==> src/rtl/itp_pkg.sv <==
// Shared constants, result codes and character helpers for the infix to postfix converter.
// No dependencies; used by itp_stack_ram and infix_to_postfix_converter.
`default_nettype none

package itp_pkg;

   localparam int DEFAULT_STACK_DEPTH = 32;

   localparam int CHAR_W = 8;
   localparam int KIND_W = 2;
   localparam int ERR_W  = 2;
   localparam int PREC_W = 2;

   // result kinds
   localparam logic [KIND_W-1:0] KIND_CHAR  = 2'd0;
   localparam logic [KIND_W-1:0] KIND_END   = 2'd1;
   localparam logic [KIND_W-1:0] KIND_ERROR = 2'd2;

   // error codes
   localparam logic [ERR_W-1:0] ERR_NONE      = 2'd0;
   localparam logic [ERR_W-1:0] ERR_OVERFLOW  = 2'd1;
   localparam logic [ERR_W-1:0] ERR_UNMATCHED = 2'd2;

   // request actions
   localparam logic ACT_CHAR = 1'b0;
   localparam logic ACT_END  = 1'b1;

   // characters of interest
   localparam logic [CHAR_W-1:0] CH_PLUS   = 8'h2B;
   localparam logic [CHAR_W-1:0] CH_MINUS  = 8'h2D;
   localparam logic [CHAR_W-1:0] CH_STAR   = 8'h2A;
   localparam logic [CHAR_W-1:0] CH_SLASH  = 8'h2F;
   localparam logic [CHAR_W-1:0] CH_CARET  = 8'h5E;
   localparam logic [CHAR_W-1:0] CH_LPAREN = 8'h28;
   localparam logic [CHAR_W-1:0] CH_RPAREN = 8'h29;
   localparam logic [CHAR_W-1:0] CH_SPACE  = 8'h20;
   localparam logic [CHAR_W-1:0] CH_DEL    = 8'h7F;
   localparam logic [CHAR_W-1:0] CH_0      = 8'h30;
   localparam logic [CHAR_W-1:0] CH_9      = 8'h39;
   localparam logic [CHAR_W-1:0] CH_UA     = 8'h41;
   localparam logic [CHAR_W-1:0] CH_UZ     = 8'h5A;
   localparam logic [CHAR_W-1:0] CH_LA     = 8'h61;
   localparam logic [CHAR_W-1:0] CH_LZ     = 8'h7A;

   typedef struct packed {
      logic [KIND_W-1:0] kind;
      logic [CHAR_W-1:0] out_char;
      logic [ERR_W-1:0]  error_code;
   } result_type;

   function automatic logic [PREC_W-1:0] prec_of(input logic [CHAR_W-1:0] c);
      logic [PREC_W-1:0] p;
      begin
         if (c == CH_PLUS || c == CH_MINUS) begin
            p = 2'd1;
         end else if (c == CH_STAR || c == CH_SLASH) begin
            p = 2'd2;
         end else if (c == CH_CARET) begin
            p = 2'd3;
         end else begin
            p = 2'd0;
         end
         return p;
      end
   endfunction

   function automatic logic is_alnum(input logic [CHAR_W-1:0] c);
      return (c >= CH_0 && c <= CH_9) || (c >= CH_UA && c <= CH_UZ) ||
             (c >= CH_LA && c <= CH_LZ);
   endfunction

   function automatic logic is_skip(input logic [CHAR_W-1:0] c);
      return (c <= CH_SPACE) || (c == CH_DEL);
   endfunction

endpackage

`default_nettype wire

==> src/rtl/itp_stack_ram.sv <==
// Operator stack storage: one write port, one registered read port.
// Depends on itp_pkg for the character width.
`default_nettype none

module itp_stack_ram #(
   parameter int STACK_DEPTH = itp_pkg::DEFAULT_STACK_DEPTH,
   parameter int ADDR_W      = $clog2(STACK_DEPTH)
) (
   input  wire logic                      clock,
   input  wire logic                      wr_en,
   input  wire logic [ADDR_W-1:0]         wr_addr,
   input  wire logic [itp_pkg::CHAR_W-1:0] wr_data,
   input  wire logic                      rd_en,
   input  wire logic [ADDR_W-1:0]         rd_addr,
   output      logic [itp_pkg::CHAR_W-1:0] rd_data
);
   import itp_pkg::*;

   logic [CHAR_W-1:0] stack_mem [STACK_DEPTH];
   logic [CHAR_W-1:0] rd_data_ff;

   always_ff @(posedge clock) begin
      if (wr_en) begin
         stack_mem[wr_addr] <= wr_data;
      end
      if (rd_en) begin
         rd_data_ff <= stack_mem[rd_addr];
      end
   end

   assign rd_data = rd_data_ff;

endmodule

`default_nettype wire

==> src/rtl/infix_to_postfix_converter.sv <==
// Infix to postfix converter: operator-stack sequencer with pending and output result registers.
// Depends on itp_pkg and itp_stack_ram.
//
//   channel  dir  payload                                   handshake
//   req_     in   tuser=action, tdata=in_char               tvalid/tready
//   rsp_     out  tuser=kind, tdata=error_code:out_char,    tvalid/tready
//                 tlast=last
//
// A letter or digit is emitted at once, a skipped character is dropped and an
// opening parenthesis is pushed. Every pop first addresses the stack memory,
// then inspects the registered top entry; an end or a ')' pops until the stack
// is empty or the matching '(' is found, an operator until a lower-precedence
// entry or an empty stack stops it, and any result may wait on rsp_tready.
// req_tready is high only while the sequencer is idle; a finished result
// may still wait in the output register then. Reset is synchronous and
// empties the stack; the stack memory itself is not cleared.
`default_nettype none

module infix_to_postfix_converter #(
   parameter int STACK_DEPTH = itp_pkg::DEFAULT_STACK_DEPTH
) (
   input  wire logic        clock,
   input  wire logic        reset,
   input  wire logic        req_tvalid,
   output      logic        req_tready,
   input  wire logic [7:0]  req_tdata,   // [7:0] in_char
   input  wire logic [0:0]  req_tuser,   // [0] action
   output      logic        rsp_tvalid,
   input  wire logic        rsp_tready,
   output      logic [15:0] rsp_tdata,   // [7:0] out_char, [9:8] error_code, [15:10] zero
   output      logic [1:0]  rsp_tuser,   // [1:0] kind
   output      logic        rsp_tlast
);
   import itp_pkg::*;

   localparam int CNT_W  = $clog2(STACK_DEPTH + 1);
   localparam int ADDR_W = $clog2(STACK_DEPTH);

   typedef enum logic [2:0] {
      S_IDLE,
      S_RD,
      S_CHK,
      S_PUSH,
      S_FIN
   } state_type;

   typedef enum logic [1:0] {
      MODE_FLUSH,
      MODE_CLOSE,
      MODE_OP
   } mode_type;

   state_type         state_ff, state_in;
   mode_type          mode_ff, mode_in;
   logic [CNT_W-1:0]  count_ff, count_in;
   logic [CHAR_W-1:0] char_ff, char_in;
   logic              pend_valid_ff, pend_valid_in;
   result_type        pend_ff, pend_in;
   logic              rsp_valid_ff, rsp_valid_in;
   result_type        rsp_ff, rsp_in;
   logic              rsp_last_ff, rsp_last_in;

   logic              req_xfer;
   logic              out_free;
   logic              emit_go;
   logic              emit;
   result_type        emit_res;
   logic              stack_full;
   logic [CNT_W-1:0]  cnt_dec;

   logic              wr_en;
   logic              rd_en;
   logic [CHAR_W-1:0] top_char;

   assign req_tready = (state_ff == S_IDLE);
   assign req_xfer   = req_tvalid && req_tready;
   assign out_free   = !rsp_valid_ff || rsp_tready;
   assign emit_go    = !pend_valid_ff || out_free;
   assign stack_full = (count_ff == CNT_W'(STACK_DEPTH));
   assign cnt_dec    = count_ff - CNT_W'(1);

   itp_stack_ram #(
      .STACK_DEPTH (STACK_DEPTH),
      .ADDR_W      (ADDR_W)
   ) u_stack (
      .clock   (clock),
      .wr_en   (wr_en),
      .wr_addr (count_ff[ADDR_W-1:0]),
      .wr_data (char_ff),
      .rd_en   (rd_en),
      .rd_addr (cnt_dec[ADDR_W-1:0]),
      .rd_data (top_char)
   );

   always_comb begin
      state_in      = state_ff;
      mode_in       = mode_ff;
      count_in      = count_ff;
      char_in       = char_ff;
      pend_valid_in = pend_valid_ff;
      pend_in       = pend_ff;
      rsp_in        = rsp_ff;
      rsp_last_in   = rsp_last_ff;
      rsp_valid_in  = rsp_valid_ff && !rsp_tready;
      wr_en         = 1'b0;
      rd_en         = 1'b0;
      emit          = 1'b0;
      emit_res      = '{kind: KIND_CHAR, out_char: '0, error_code: ERR_NONE};

      unique case (state_ff)
         S_IDLE: begin
            if (req_xfer) begin
               char_in = req_tdata;
               if (req_tuser[0] == ACT_END) begin
                  mode_in  = MODE_FLUSH;
                  state_in = S_RD;
               end else if (is_alnum(req_tdata)) begin
                  emit     = 1'b1;
                  emit_res = '{kind: KIND_CHAR, out_char: req_tdata, error_code: ERR_NONE};
                  state_in = S_FIN;
               end else if (is_skip(req_tdata)) begin
                  state_in = S_IDLE;
               end else if (req_tdata == CH_RPAREN) begin
                  mode_in  = MODE_CLOSE;
                  state_in = S_RD;
               end else if (req_tdata == CH_LPAREN) begin
                  state_in = S_PUSH;
               end else begin
                  mode_in  = MODE_OP;
                  state_in = S_RD;
               end
            end
         end
         S_RD: begin
            if (count_ff == '0) begin
               unique case (mode_ff)
                  MODE_FLUSH: begin
                     if (emit_go) begin
                        emit     = 1'b1;
                        emit_res = '{kind: KIND_END, out_char: '0, error_code: ERR_NONE};
                        state_in = S_FIN;
                     end
                  end
                  MODE_CLOSE: begin
                     if (emit_go) begin
                        emit     = 1'b1;
                        emit_res = '{kind: KIND_ERROR, out_char: '0,
                                     error_code: ERR_UNMATCHED};
                        state_in = S_FIN;
                     end
                  end
                  default: begin
                     state_in = S_PUSH;
                  end
               endcase
            end else begin
               rd_en    = 1'b1;
               state_in = S_CHK;
            end
         end
         S_CHK: begin
            unique case (mode_ff)
               MODE_FLUSH: begin
                  if (emit_go) begin
                     emit     = 1'b1;
                     emit_res = '{kind: KIND_CHAR, out_char: top_char, error_code: ERR_NONE};
                     count_in = cnt_dec;
                     state_in = S_RD;
                  end
               end
               MODE_CLOSE: begin
                  if (top_char == CH_LPAREN) begin
                     // drop the matching opening parenthesis
                     count_in = cnt_dec;
                     state_in = S_FIN;
                  end else if (emit_go) begin
                     emit     = 1'b1;
                     emit_res = '{kind: KIND_CHAR, out_char: top_char, error_code: ERR_NONE};
                     count_in = cnt_dec;
                     state_in = S_RD;
                  end
               end
               default: begin
                  if (prec_of(top_char) < prec_of(char_ff)) begin
                     state_in = S_PUSH;
                  end else if (emit_go) begin
                     emit     = 1'b1;
                     emit_res = '{kind: KIND_CHAR, out_char: top_char, error_code: ERR_NONE};
                     count_in = cnt_dec;
                     state_in = S_RD;
                  end
               end
            endcase
         end
         S_PUSH: begin
            if (stack_full) begin
               if (emit_go) begin
                  emit     = 1'b1;
                  emit_res = '{kind: KIND_ERROR, out_char: '0, error_code: ERR_OVERFLOW};
                  count_in = '0;
                  state_in = S_FIN;
               end
            end else begin
               wr_en    = 1'b1;
               count_in = count_ff + CNT_W'(1);
               state_in = S_FIN;
            end
         end
         S_FIN: begin
            // release the held result as the final one of this item
            if (!pend_valid_ff) begin
               state_in = S_IDLE;
            end else if (out_free) begin
               rsp_in        = pend_ff;
               rsp_last_in   = 1'b1;
               rsp_valid_in  = 1'b1;
               pend_valid_in = 1'b0;
               state_in      = S_IDLE;
            end
         end
         default: begin
            state_in = S_IDLE;
         end
      endcase

      // a new result pushes the held one out as not last
      if (emit) begin
         if (pend_valid_ff) begin
            rsp_in       = pend_ff;
            rsp_last_in  = 1'b0;
            rsp_valid_in = 1'b1;
         end
         pend_in       = emit_res;
         pend_valid_in = 1'b1;
      end
   end

   always_ff @(posedge clock) begin
      if (reset) begin
         state_ff      <= S_IDLE;
         mode_ff       <= MODE_FLUSH;
         count_ff      <= '0;
         pend_valid_ff <= 1'b0;
         rsp_valid_ff  <= 1'b0;
      end else begin
         state_ff      <= state_in;
         mode_ff       <= mode_in;
         count_ff      <= count_in;
         pend_valid_ff <= pend_valid_in;
         rsp_valid_ff  <= rsp_valid_in;
      end
      char_ff     <= char_in;
      pend_ff     <= pend_in;
      rsp_ff      <= rsp_in;
      rsp_last_ff <= rsp_last_in;
   end

   assign rsp_tvalid = rsp_valid_ff;
   assign rsp_tuser  = rsp_ff.kind;
   assign rsp_tdata  = {6'd0, rsp_ff.error_code, rsp_ff.out_char};
   assign rsp_tlast  = rsp_last_ff;

   a_idle_no_pending: assert property (@(posedge clock) disable iff (reset)
      req_tready |-> !pend_valid_ff)
      else $error("result still held while taking a new request");

   a_count_bound: assert property (@(posedge clock) disable iff (reset)
      count_ff <= CNT_W'(STACK_DEPTH))
      else $error("stack count beyond depth");

   a_error_is_last: assert property (@(posedge clock) disable iff (reset)
      (rsp_valid_ff && rsp_ff.kind == KIND_ERROR) |-> (rsp_last_ff && rsp_ff.out_char == '0))
      else $error("error result not final or carries a character");

   a_overflow_clears: assert property (@(posedge clock) disable iff (reset)
      (state_ff == S_PUSH && stack_full && emit_go) |=> (count_ff == '0))
      else $error("stack not cleared after overflow");

endmodule

`default_nettype wire
==> config.mk <==
export PLATFORM = sky130hd
export DESIGN_NAME = infix_to_postfix_converter
export DESIGN_NICKNAME = d
export VERILOG_FILES = /design/src/rtl/itp_pkg.sv /design/src/rtl/itp_stack_ram.sv /design/src/rtl/infix_to_postfix_converter.sv
export SDC_FILE = /design/constraint.sdc
export NUM_CORES = 1
export LEC_CHECK = 0
export ABC_AREA = 0
export BUFFER_PORTS_ARGS = -buffer_cell sky130_fd_sc_hd__buf_4
export CAP_MARGIN = 20
export CORE_ASPECT_RATIO = 0.6
export CORE_MARGIN = 5
export CORE_UTILIZATION = 49
export DETAILED_ROUTE_END_ITERATION = 8
export PLACE_DENSITY = 0.65
export SLEW_MARGIN = 30
export SYNTH_ARGS = -nofsm -noshare
export SYNTH_HDL_FRONTEND = slang
export SYNTH_SLANG_ARGS = --single-unit
export TNS_END_PERCENT = 1
==> constraint.sdc <==
create_clock -name clock -period 3.34 [get_ports clock]
set_input_delay 0.501 -clock clock [delete_from_list [all_inputs] [get_ports clock]]
set_output_delay 0.501 -clock clock [all_outputs]
set_load 0.03 [all_outputs]
* Word-level counts from Yosys, hierarchy flattened
Memory sizes are Yosys's and may differ from the RTL's. A register that Yosys moved wholly into a read port is not among the register bits.
Cells that the tools add are included.
W data, S select, Z words.
** Word-level totals
- Register bits :: 46
- Bits in writable memories :: 256
- Bits of input ports :: 13
- Output and inout bits :: 21
- Logic and storage cells :: 167
- Memories kept :: 1
** Operators by class
- $add $sub $neg :: 2
- $lt $le $gt $ge :: 8
- Equal/unequal tests :: 27
- Mux-type cells :: 89
- Reductions and logical operators :: 27
** Memory list
- u_stack.stack_mem :: words 32, width 8, rd ports 1, clocked after Yosys merged registers in 1, write ports 1, line itp_stack_ram.sv:19 : logic [CHAR_W-1:0] stack_mem [STACK_DEPTH];
** Operators with widths (count)
- $mux W12 :: 10
- $eq A8 B6 Y1 const B :: 11
- $mux W10 :: 5
- $pmux W12 S2 :: 2
- $pmux W12 S4 :: 1
- $mux W2 :: 18
- $mux W3 :: 12
- $mux W6 :: 5
- $mux W1 :: 29
- $eq A8 B7 Y1 const B :: 3
- $pmux W6 S2 :: 2
- $ge A8 B7 Y1 const B :: 2
- $le A8 B6 Y1 const B :: 2
- $le A8 B7 Y1 const B :: 2
- $pmux W3 S5 :: 1
- $mux W11 :: 1
- $logic_or A1 B1 Y1 :: 9
- $ne A3 B3 Y1 const B :: 3
- $ge A8 B6 Y1 const B :: 1
- $add A6 B1 Y6 const B :: 1
- $eq A3 B2 Y1 const B :: 2
- $eq A6 B6 Y1 const B :: 1
- $logic_not A6 Y1 :: 1
- $pmux W3 S2 :: 1
- other kinds (19) :: 28

* Logic depth before layout (Yosys ltp)
Gate-level depths: netlist (run 1).
- Word-level depth :: 11
- Mapped depth :: 12
- Depth with buffers taken out :: 10

* Cells and area by module
A second synthesis (run 1) with hierarchy kept.
** Second synthesis, totals
- Cell total of the unflattened synthesis :: 706
- Area, all modules :: 12953.7 sq um
** Modules (own cells, without submodules)
- itp_stack_ram :: times used 1, cells an instance 417, area an instance 10133.5 sq um, sequential area each 7927.6 sq um
- infix_to_postfix_converter :: times used 1, cells an instance 289, area an instance 2820.2 sq um, sequential area each 1251.2 sq um

* Least setup slack after synthesis (run 1)
No wires, ideal clock.
- Path type :: register to register
- From :: register count_ff[0]
- To :: register u_stack.rd_data_ff[0] (netlist: u_stack.rd_data[0]) (read register of u_stack.stack_mem), data pin
- Setup time :: 0.260 ns
- Arrival :: 2.790 ns
- Path slack :: 0.290 ns
- Stages on the path, launching flop included :: 10
- Period minus slack after synthesis :: 3.050 ns
- Path through :: dfxtp_1 > buf_6 > buf_2 > inv_1 > ha_1 > clkbuf_2 > xnor2_1 > buf_6 > mux4_2 > mux2_2
** On the way
- Longest elaborated chain between the ends :: 3
- Elaborated cells on any way between the ends :: 4
- Those cells by class :: 1 x add/sub; 2 x mux; 1 x reduce/logical
** Ends and longest elaborated chain
- start, declared :: line infix_to_postfix_converter.sv:55 : logic [CNT_W-1:0] count_ff, count_in;
- start signal, assigned :: line infix_to_postfix_converter.sv:248 : count_ff <= count_in;
- parallel branches: the longest is 3 deep, another holds $sub A6 B1 Y6
- end, declared :: line itp_stack_ram.sv:20 : logic [CHAR_W-1:0] rd_data_ff;
Parallel ways; which one is timed is not known.
A chain may end at the register's enable or synchronous reset.

==> results.md, run 1 <==
| Item | Value | Unit |
|:---|:---|:---|
| Horizontal extent of the die | 219.5 | µm |
| Syn Std Cell Area | 12,910 | µm² |
| Final worst-path cycle share | 0.9435 | - |
| Starting density of the core | 0.4928 | - |
| Sequence of cells on the critical path | nor4b_2, and2_1, o21ai_0, a21oi_1, ha_1, nand2b_1, o21ai_0, nor2_2, a211oi_2, buf_4, nor2b_1, buf_4 | - |
| Worst-case reg-to-reg path depth | 12 | - |
| Final count of negative-setup-slack endpoints | 0 | - |
| Area inside the core boundary | 26,190 | µm² |
| Routed wirelength normalized by instance count | 27.40 | µm |
| Minimum period implied by the final worst setup slack | 3.151 | ns |
| Launching element type of the critical path | flop | - |
| Max Cap Viol | 0 | - |
| CP Capture Type | flop | - |
| Launch instance of the worst min-delay path | req_tdata[7] | - |
| Slew at the pin closest to its max-slew limit | 0.9722 | ns |
| Max Clock Freq | 317.3 | MHz |
| Antenna diode instance count | 0 | - |
| Hold Path Depth | 1 | - |
| Cell with the largest stage delay on the worst path | edfxtp_1 | - |
| EDFF count, synth | 297 | - |
| Total of buffers placed on input and output ports | 27 | - |
| DRC violation total after the first TritonRoute iteration | 1,061 | - |
| Number of detailed-route iterations in the first pass | 5 | - |
| Minimum setup slack after placement | 0.1571 | ns |
| Critical-path maximum fanout | 13 | - |
| Layout Skew | 0.01450 | ns |
| Final Hold Violating Endpoints | 0 | - |
| Pin count of the biggest net entering global routing | 72 | - |
| Register bit count reported by yosys | 310 | - |
| Synth warnings | 0 | - |
| Area used by multi-input combinational logic | 3495 | µm² |
| Ys async rst share | 0 | - |
| Commonest cells after routing, fill and taps aside | edfxtp_1, mux4_2, buf_4 | - |
| I/O pins | 34 | - |
| Root cell of the clock tree | clkbuf_16 | - |
| Reg clk slew, reported paths | 0.06 | ns |
| Antenna violations before repair | 0 | - |
| CTS tree | yes | - |
| Row count | 46 | - |
| Post-synthesis cell type count | 68 | - |
| Number of clock buffers inserted by TritonCTS | 28 | - |
| Grt ovf | 0 | - |
| Setup repair after global routing missed its margin | no | - |
| Hold Path End | char_ff[7] | - |
| Setup slack on the worst flop-to-flop path | 0.19 | ns |
| Global-route wire length before repair | 46,760 | µm |
| Mapped Cells | 708 | - |
| Crit path required time | 3.58 | ns |
| Synth-to-layout area growth | 13.38 | % |
| Last weighted congestion value of the routability-driven placer | 0.9159 | - |
| Hold Path Class | input port to flop | - |
| Max-slew violation count | 0 | - |
| Post-route setup slack | 0.1886 | ns |
| Headroom to the max-slew limit | 0.3495 | - |
| Final net count | 797 | - |
| Crit path depth | 12 | - |
| Via count of the first global-routing pass | 6,927 | - |
| TritonCTS Sinks | 310 | - |
| Sequential cell area in the final layout | 9183 | µm² |
| Setup CP Type | flop to flop | - |
| Most common cell after layout, fill and taps aside | edfxtp_1 | - |
| Gr usage total | 0.2161 | - |
| Mean instance size in the synthesized netlist | 18.23 | µm² |
| Arrival @ worst endpoint | 3.40 | ns |
| Maximum buffer depth of the clock tree | 3 | - |
| Number of setup buffers added after CTS | 0 | - |
| Launch instance of the worst register-to-register path | u_stack.rd_data[7] | - |
| Dominant delay contributor by cell family on the critical path | simple AND/OR/NAND/NOR gates | - |
| Placed wire-length estimate after detailed placement | 21,790 | µm |
| Die Area | 29,790 | µm² |
| Total negative slack | 0 | ns |
| Cell Pwr Density | 558.7 | nW/µm² |
| Count of filler cells inserted in the layout | 1,999 | - |
| Result of the run | completed | - |
| Delay contributed by the slowest stage of the critical path | 0.51 | ns |
| Sequential share of the synthesized area | 0.7112 | - |
| Leakage power of the design | 4.589 | nW |
| Via count | 7,269 | - |
| Number of antenna-violating nets in the routed design | 0 | - |
| Layout Utilization | 0.5588 | - |
| Detailed-route wire length | 31,780 | µm |
| Most common flop cell mapped by yosys | edfxtp_1 | - |
| Clock latency at the later pin of the worst-skew pair | 0.55 | ns |
| Height of the chip | 135.7 | µm |
| DRC errors left | 0 | - |
| Number of vias per cell after detailed routing | 6.266 | - |
| Ratio of cells with drive above 1 in the final layout | 0.2775 | - |
| IR drop worst, VDD | 0.4279 | mV |
| Htree depth | 1 | - |
| Buffers & Inverters on Critical Path | 2 | - |
[stage by stage]
stage	power [mW]	hold slack (ns)	instance area [µm²]	instances
2_1_floorplan	4.905	0.4710	12920	713
3_3_place_gp	5.122	0.5294	13740	1109
3_5_place_dp	5.152	0.5342	13750	1109
4_1_cts	8.227	0.1545	14630	1160
5_1_grt	8.447	0.1511	14630	1160
6_report	8.176	0.1746	14630	1160
[Yosys cell counts, types with 9 or more instances]
library cell  instances  area (µm²)
edfxtp_1            297        8919
mux4_2               78        1757
nor2_1               62       232.7
nand2_1              40       150.1
clkbuf_1             14       52.55
o21ai_0              14       70.07
a21oi_1              13       65.06
dfxtp_1              13       260.3
buf_4                12       90.09
nand3_1              10       50.05
inv_1                 9       33.78
[cell type report]
cell class	instances	share of cell area
Sequential cell	310	0.6275
Timing Repair Buffer	75	0.04019
Clock buffer	30	0.04985
Multi-Input combinational cell	355	0.2388
Clock inverter	21	0.01052
Inverter	9	0.002309
Tap cell	360	0.03078
[state kept, by name, summed over array words and instances (netlist names), named ones only]
name and count:
rsp_tvalid 1, char_ff 8, mode_ff 2, pend_valid_ff 1, state_ff 3, pend_ff 12, u_stack.stack_mem 256, count_ff 6
u_stack.rd_data 8
[repair_timing]
| action | CTS | global route |
|---|---|---|
| endpoints found under the setup margin | 0 | 24 |
| gates resized for setup | 0 | 2 |
| hold buffers | 0 | 0 |
[worst register-to-register path, cell delays in order (launching register included)]
cell and delay (ns):
edfxtp_1 0.51, nor4b_2 0.37, and2_1 0.18, o21ai_0 0.09, a21oi_1 0.24, ha_1 0.22, nand2b_1 0.18, o21ai_0 0.12
nor2_2 0.26, a211oi_2 0.13, buf_4 0.20, nor2b_1 0.13, buf_4 0.23
[power by group]
part	internal (mW)	switching [mW]	total (mW)	leakage [nW]
Combinational	0.215	0.409	0.624	1.38
Clock	1.73	1.37	3.10	0.425
Sequential	4.39	0.0678	4.45	2.79
Total	6.33	1.85	8.18	4.59
[worst max path at each step]
stage / startpoint / end / slack [ns]
CTS: u_stack.rd_data[7] / flop / 0.14
global route: u_stack.rd_data[7] / flop / 0.09
detailed placement: u_stack.rd_data[7] / flop / 0.16
global placement: u_stack.rd_data[7] / flop / 0.32
finish: u_stack.rd_data[7] / flop / 0.19
floorplan: count_ff[0] / u_stack.rd_data[0] / 0.29
[cells by family after synthesis]
kind of cell / after synthesis / share of synthesized area
mux: 91 / 0.1495
flops: 310 / 0.7112
compound gates: 80 / 0.04469
simple gates: 170 / 0.06680
xor+xnor: 3 / 0.002036
fa+ha+maj: 5 / 0.004847
buf+inv: 48 / 0.02065
other cells: 1 / 0.0002906
[per-layer routing]
| layer | track usage | wire, µm |
|---|---|---|
| met4 | 0.03346 | 415 |
| met3 | 0.05361 | 4044 |
| met2 | 0.2703 | 12550 |
| met5 | 0 | 0 |
| met1 | 0.3805 | 14770 |
No activity file was read; power rests on OpenSTA's default activity.
==> inputs of run 2 (changes only) <==
--- a/config.mk
+++ b/config.mk
@@ -12,7 +12,7 @@
 export CORE_MARGIN = 5
 export CORE_UTILIZATION = 49
 export DETAILED_ROUTE_END_ITERATION = 8
-export PLACE_DENSITY = 0.65
+export PLACE_DENSITY = 0.76
 export SLEW_MARGIN = 30
 export SYNTH_ARGS = -nofsm -noshare
 export SYNTH_HDL_FRONTEND = slang
==> results.md, run 2 (synthesis gave the netlist of run 1 again) <==
| Item | Value | Unit |
|:---|:---|:---|
| Result of the run | completed | - |
| Final Hold Violating Endpoints | 0 | - |
| Launching element type of the critical path | flop | - |
| Setup repair after global routing missed its margin | no | - |
| Ratio of cells with drive above 1 in the final layout | 0.2688 | - |
| Design Power | 8.142 | mW |
| Via count of the first global-routing pass | 6,786 | - |
| Most common cell after layout, fill and taps aside | edfxtp_1 | - |
| Antenna diode instance count | 0 | - |
| Cell with the largest stage delay on the worst path | edfxtp_1 | - |
| Critical Path Start | u_stack.rd_data[4] | - |
| Largest Register | u_stack.stack_mem | - |
| Worst hold slack | 0.1918 | ns |
| Via count | 6,903 | - |
| Buffers & Inverters on Critical Path | 2 | - |
| Final net count | 794 | - |
| CTS tree | yes | - |
| Global-route wire length before repair | 42,400 | µm |
| IR drop worst, VDD | 0.5796 | mV |
| Horizontal extent of the die | 219.5 | µm |
| Critical-path maximum fanout | 12 | - |
| Leakage power of the design | 4.582 | nW |
| Maximum buffer depth of the clock tree | 3 | - |
| Number of antenna-violating nets in the routed design | 0 | - |
| CP Capture Type | flop | - |
| Launch instance of the worst min-delay path | req_tdata[2] | - |
| Regs by FF count | u_stack.stack_mem x256, pend_ff x12 | - |
| I/O pins | 34 | - |
| Max Clock Freq | 345.9 | MHz |
| Detailed-route wire length | 27,770 | µm |
| Dominant delay contributor by cell family on the critical path | simple AND/OR/NAND/NOR gates | - |
| Antenna violations before repair | 2 | - |
| Htree depth | 1 | - |
| Area inside the core boundary | 26,190 | µm² |
| Gr usage total | 0.1907 | - |
| Arrival @ worst endpoint | 3.09 | ns |
| Last weighted congestion value of the routability-driven placer | 0.9079 | - |
| Total of buffers placed on input and output ports | 27 | - |
| Sequence of cells on the critical path | nor4b_2, buf_4, and2_1, o21ai_0, a21oi_1, ha_1, nand2b_1, o21ai_0, nor2_1, a21oi_1, inv_1 | - |
| Synth-to-layout area growth | 13.21 | % |
| Reg clk slew, reported paths | 0.07 | ns |
| DRC violation total after the first TritonRoute iteration | 893 | - |
| Routed wirelength normalized by instance count | 24.03 | µm |
| Pin count of the biggest net entering global routing | 72 | - |
| Area used by multi-input combinational logic | 3497 | µm² |
| Count of filler cells inserted in the layout | 1,939 | - |
| Commonest cells after routing, fill and taps aside | edfxtp_1, mux4_2, buf_4 | - |
| Setup CP Type | flop to flop | - |
| CTS hold repair buffers | 0 | - |
| Height of the chip | 135.7 | µm |
| Final worst-path cycle share | 0.8657 | - |
| Launch instance of the worst register-to-register path | u_stack.rd_data[4] | - |
| Final count of negative-setup-slack endpoints | 0 | - |
| Headroom to the max-slew limit | 0.4940 | - |
| Grt ovf | 0 | - |
| Total negative slack | 0 | ns |
| Number of detailed-route iterations in the first pass | 5 | - |
| Layout Skew | 0.01671 | ns |
| Row count | 46 | - |
| Starting density of the core | 0.4928 | - |
| Placed wire-length estimate after detailed placement | 17,940 | µm |
| Sequential cell area in the final layout | 9183 | µm² |
| Clock latency at the later pin of the worst-skew pair | 0.55 | ns |
| Number of vias per cell after detailed routing | 5.971 | - |
| Number of instances resized during post-cts repair | 0 | - |
| Cell Pwr Density | 557.3 | nW/µm² |
| Die Area | 29,790 | µm² |
| Slew at the pin closest to its max-slew limit | 0.7562 | ns |
| Hold Path Class | input port to flop | - |
| TritonCTS Sinks | 310 | - |
| DRC errors left | 0 | - |
| Delay contributed by the slowest stage of the critical path | 0.42 | ns |
| Max Cap Viol | 0 | - |
| Number of setup buffers added after CTS | 0 | - |
| Crit path required time | 3.54 | ns |
| Root cell of the clock tree | clkbuf_16 | - |
| Flip-flop count of the largest register, all copies and words added | 256 | - |
| Max-slew violation count | 0 | - |
| Number of clock buffers inserted by TritonCTS | 27 | - |
| Minimum period implied by the final worst setup slack | 2.891 | ns |
-- run 2: layout make-up --
class                      count  share of cell area
clock buffer                  31             0.04727
clock inverter                18             0.01173
inverter                       9            0.002312
multi-input combinational    355              0.2393
sequential                   310              0.6284
tap                          360             0.03083
timing repair buffer          73             0.04008
-- run 2: path summary, 6_finish.rpt --
kind	slack, ns	cells past startpoint	endpoint
min reg2reg	0.54	2	mode_ff[1]
max reg2reg	0.45	11	pend_ff[4]
max	0.45	11	pend_ff[4]
min	0.19	1	char_ff[2]
-- run 2: stage by stage --
stage / worst slack, ns / util / instance area, µm² / instances
floorplan: 0.2905 / - / 12920 / 713
detailed placement: 0.5004 / 0.5250 / 13750 / 1107
finish: 0.4486 / 0.5580 / 14610 / 1156
CTS: 0.4783 / 0.5580 / 14610 / 1156
global route: 0.2226 / 0.5580 / 14610 / 1156
global placement: 0.5622 / 0.5250 / 13750 / 1107
-- run 2: where the power goes --
| part | internal, mW | total (mW) | switching (mW) |
|---|---|---|---|
| clock | 1.72 | 3.10 | 1.38 |
| combinational | 0.212 | 0.602 | 0.390 |
| sequential | 4.39 | 4.44 | 0.0568 |
| total | 6.32 | 8.14 | 1.82 |
-- run 2: worst reg2reg max path, cell delays in order, from the launching register on --
cell      delay, ns
edfxtp_1       0.42
nor4b_2        0.30
buf_4          0.18
and2_1         0.12
o21ai_0        0.08
a21oi_1        0.16
ha_1           0.17
nand2b_1       0.16
o21ai_0        0.09
nor2_1         0.30
a21oi_1        0.18
inv_1          0.38
-- run 2: routing by layer --
metal,vias to the layer above,wire length [µm],global-route usage,part of all wire
li1,2994,-,-,-
met1,3545,12370,0.3064,0.45
met2,333,12100,0.2670,0.44
met3,31,2912,0.05182,0.10
met4,0,390,0.03067,0.014
met5,-,0,0,0
==> inputs of run 3 (changes only) <==
--- a/config.mk
+++ b/config.mk
@@ -13,6 +13,7 @@
 export CORE_UTILIZATION = 49
 export DETAILED_ROUTE_END_ITERATION = 8
 export PLACE_DENSITY = 0.76
+export RECOVER_POWER = 100
 export SLEW_MARGIN = 30
 export SYNTH_ARGS = -nofsm -noshare
 export SYNTH_HDL_FRONTEND = slang
==> results.md, run 3 (synthesis gave the netlist of run 1 again) <==
| Item | Value | Unit |
|:---|:---|:---|
| Flip-flop count of the largest register, all copies and words added | 256 | - |
| Starting density of the core | 0.4928 | - |
| Crit path required time | 3.51 | ns |
| Total of buffers placed on input and output ports | 27 | - |
| Max Clock Freq | 324.7 | MHz |
| Most common cell after layout, fill and taps aside | edfxtp_1 | - |
| Clock latency at the later pin of the worst-skew pair | 0.55 | ns |
| Launch instance of the worst register-to-register path | count_ff[1] | - |
| Minimum setup slack after placement | 0.5004 | ns |
| Result of the run | finished, violations left | - |
| Htree depth | 1 | - |
| Leakage power of the design | 4.383 | nW |
| Sequential cell area in the final layout | 9183 | µm² |
| Design Power | 8.110 | mW |
| CTS tree | yes | - |
| Ratio of cells with drive above 1 in the final layout | 0.2023 | - |
| Area inside the core boundary | 26,190 | µm² |
| Number of antenna-violating nets in the routed design | 0 | - |
| Minimum period implied by the final worst setup slack | 3.080 | ns |
| Via count | 6,928 | - |
| RR Endpoint | u_stack.stack_mem[27][1] | - |
| IR drop worst, VDD | 0.5804 | mV |
| Antenna diode instance count | 0 | - |
| Final net count | 794 | - |
| Row count | 46 | - |
| Number of instances resized during post-cts repair | 0 | - |
| Via count of the first global-routing pass | 6,786 | - |
| Regs by FF count | u_stack.stack_mem x256, pend_ff x12 | - |
| Placed wire-length estimate after detailed placement | 17,940 | µm |
| Die Area | 29,790 | µm² |
| Area used by multi-input combinational logic | 3475 | µm² |
| Max Cap Viol | 4 | - |
| Hold Path End | mode_ff[1] | - |
| Last weighted congestion value of the routability-driven placer | 0.9079 | - |
| Number of clock buffers inserted by TritonCTS | 27 | - |
| Headroom to the max-slew limit | -0.03877 | - |
| Final worst-path cycle share | 0.9221 | - |
| Cell Pwr Density | 564.1 | nW/µm² |
| Count of filler cells inserted in the layout | 2,012 | - |
| Hold Path Depth | 2 | - |
| Routed wirelength normalized by instance count | 24.02 | µm |
| Hold Path Class | input port to flop | - |
| Number of detailed-route iterations in the first pass | 5 | - |
| Root cell of the clock tree | clkbuf_16 | - |
| Synth-to-layout area growth | 11.39 | % |
| Total negative slack | 0 | ns |
| Global-route wire length before repair | 42,400 | µm |
| Max-slew violation count | 98 | - |
| Worst-case reg-to-reg path depth | 7 | - |
| Antenna violations before repair | 2 | - |
| Final count of negative-setup-slack endpoints | 0 | - |
| I/O pins | 34 | - |
| Setup CP Type | flop to flop | - |
| Setup slack on the worst flop-to-flop path | 0.26 | ns |
| Critical-path maximum fanout | 9 | - |
| Commonest cells after routing, fill and taps aside | edfxtp_1, mux4_2, nor2_1 | - |
| TritonCTS Sinks | 310 | - |
| Grt ovf | 0 | - |
| Setup repair after global routing missed its margin | no | - |
| Launch instance of the worst min-delay path | reset | - |
| CP Capture Type | flop | - |
| DRC errors left | 0 | - |
| CTS hold repair buffers | 0 | - |
| Number of setup buffers added after CTS | 0 | - |
| Slew at the pin closest to its max-slew limit | 1.558 | ns |
| Pin count of the biggest net entering global routing | 72 | - |
| Horizontal extent of the die | 219.5 | µm |
| Launching element type of the critical path | flop | - |
| Number of vias per cell after detailed routing | 5.993 | - |
| Worst hold slack | 0.2337 | ns |
| Reg clk slew, reported paths | 0.07 | ns |
| Violated checks | max-capacitance violations, max-slew violations | - |
| DRC violation total after the first TritonRoute iteration | 1,056 | - |
| Largest Register | u_stack.stack_mem | - |
| Detailed-route wire length | 27,770 | µm |
| Maximum buffer depth of the clock tree | 3 | - |
| Arrival @ worst endpoint | 3.25 | ns |
| Final Hold Violating Endpoints | 0 | - |
| Gr usage total | 0.1907 | - |
| Layout Skew | 0.01484 | ns |
| Post-route setup slack | 0.2602 | ns |
| Height of the chip | 135.7 | µm |
-- run 3: cell type report --
type,instances,area share
well taps,360,0.03133
clock buffers,31,0.04804
repair buffers,73,0.02594
inverters,9,0.002350
clock inverters,18,0.01192
flip-flops and latches,310,0.6387
multi-input cells,355,0.2417
-- run 3: worst max-delay path: stages, from the launching register on --
cell and delay (ns):
dfxtp_1 0.50, inv_1 0.14, ha_1 0.33, nor4b_4 0.22, a21oi_1 0.47, nand2_1 0.36
nor2_1 0.18, clkbuf_1 0.50
-- run 3: per-layer routing --
layer / GRT usage / part of all wire / up-vias
li1: - / - / 2999
met1: 0.3064 / 0.45 / 3547
met2: 0.2670 / 0.43 / 345
met3: 0.05182 / 0.11 / 37
met4: 0.03067 / 0.015 / 0
met5: 0 / 0 / -
-- run 3: worst max path at each step --
stage	to	start	slack, ns
after floorplan	u_stack.rd_data[0]	count_ff[0]	0.29
after global placement	pend_ff[8]	u_stack.rd_data[4]	0.56
after detailed placement	pend_ff[8]	u_stack.rd_data[4]	0.50
after CTS	pend_ff[4]	u_stack.rd_data[4]	0.48
after global routing	u_stack.stack_mem[27][3]	count_ff[1]	0.12
final	u_stack.stack_mem[27][1]	count_ff[1]	0.26
-- run 3: power breakdown --
group	internal (mW)	switching, mW	total [mW]	leakage, nW
Clock	1.72	1.37	3.09	0.414
Sequential	4.39	0.0558	4.45	2.79
Combinational	0.183	0.388	0.571	1.18
Total	6.29	1.82	8.11	4.38
-- run 3: through the flow --
stage	std cells	utilization	area [µm²]
2_1_floorplan	713	-	12920
4_1_cts	1156	0.5580	14610
3_3_place_gp	1107	0.5250	13750
3_5_place_dp	1107	0.5250	13750
6_report	1156	0.5490	14380
5_1_grt	1156	0.5490	14380
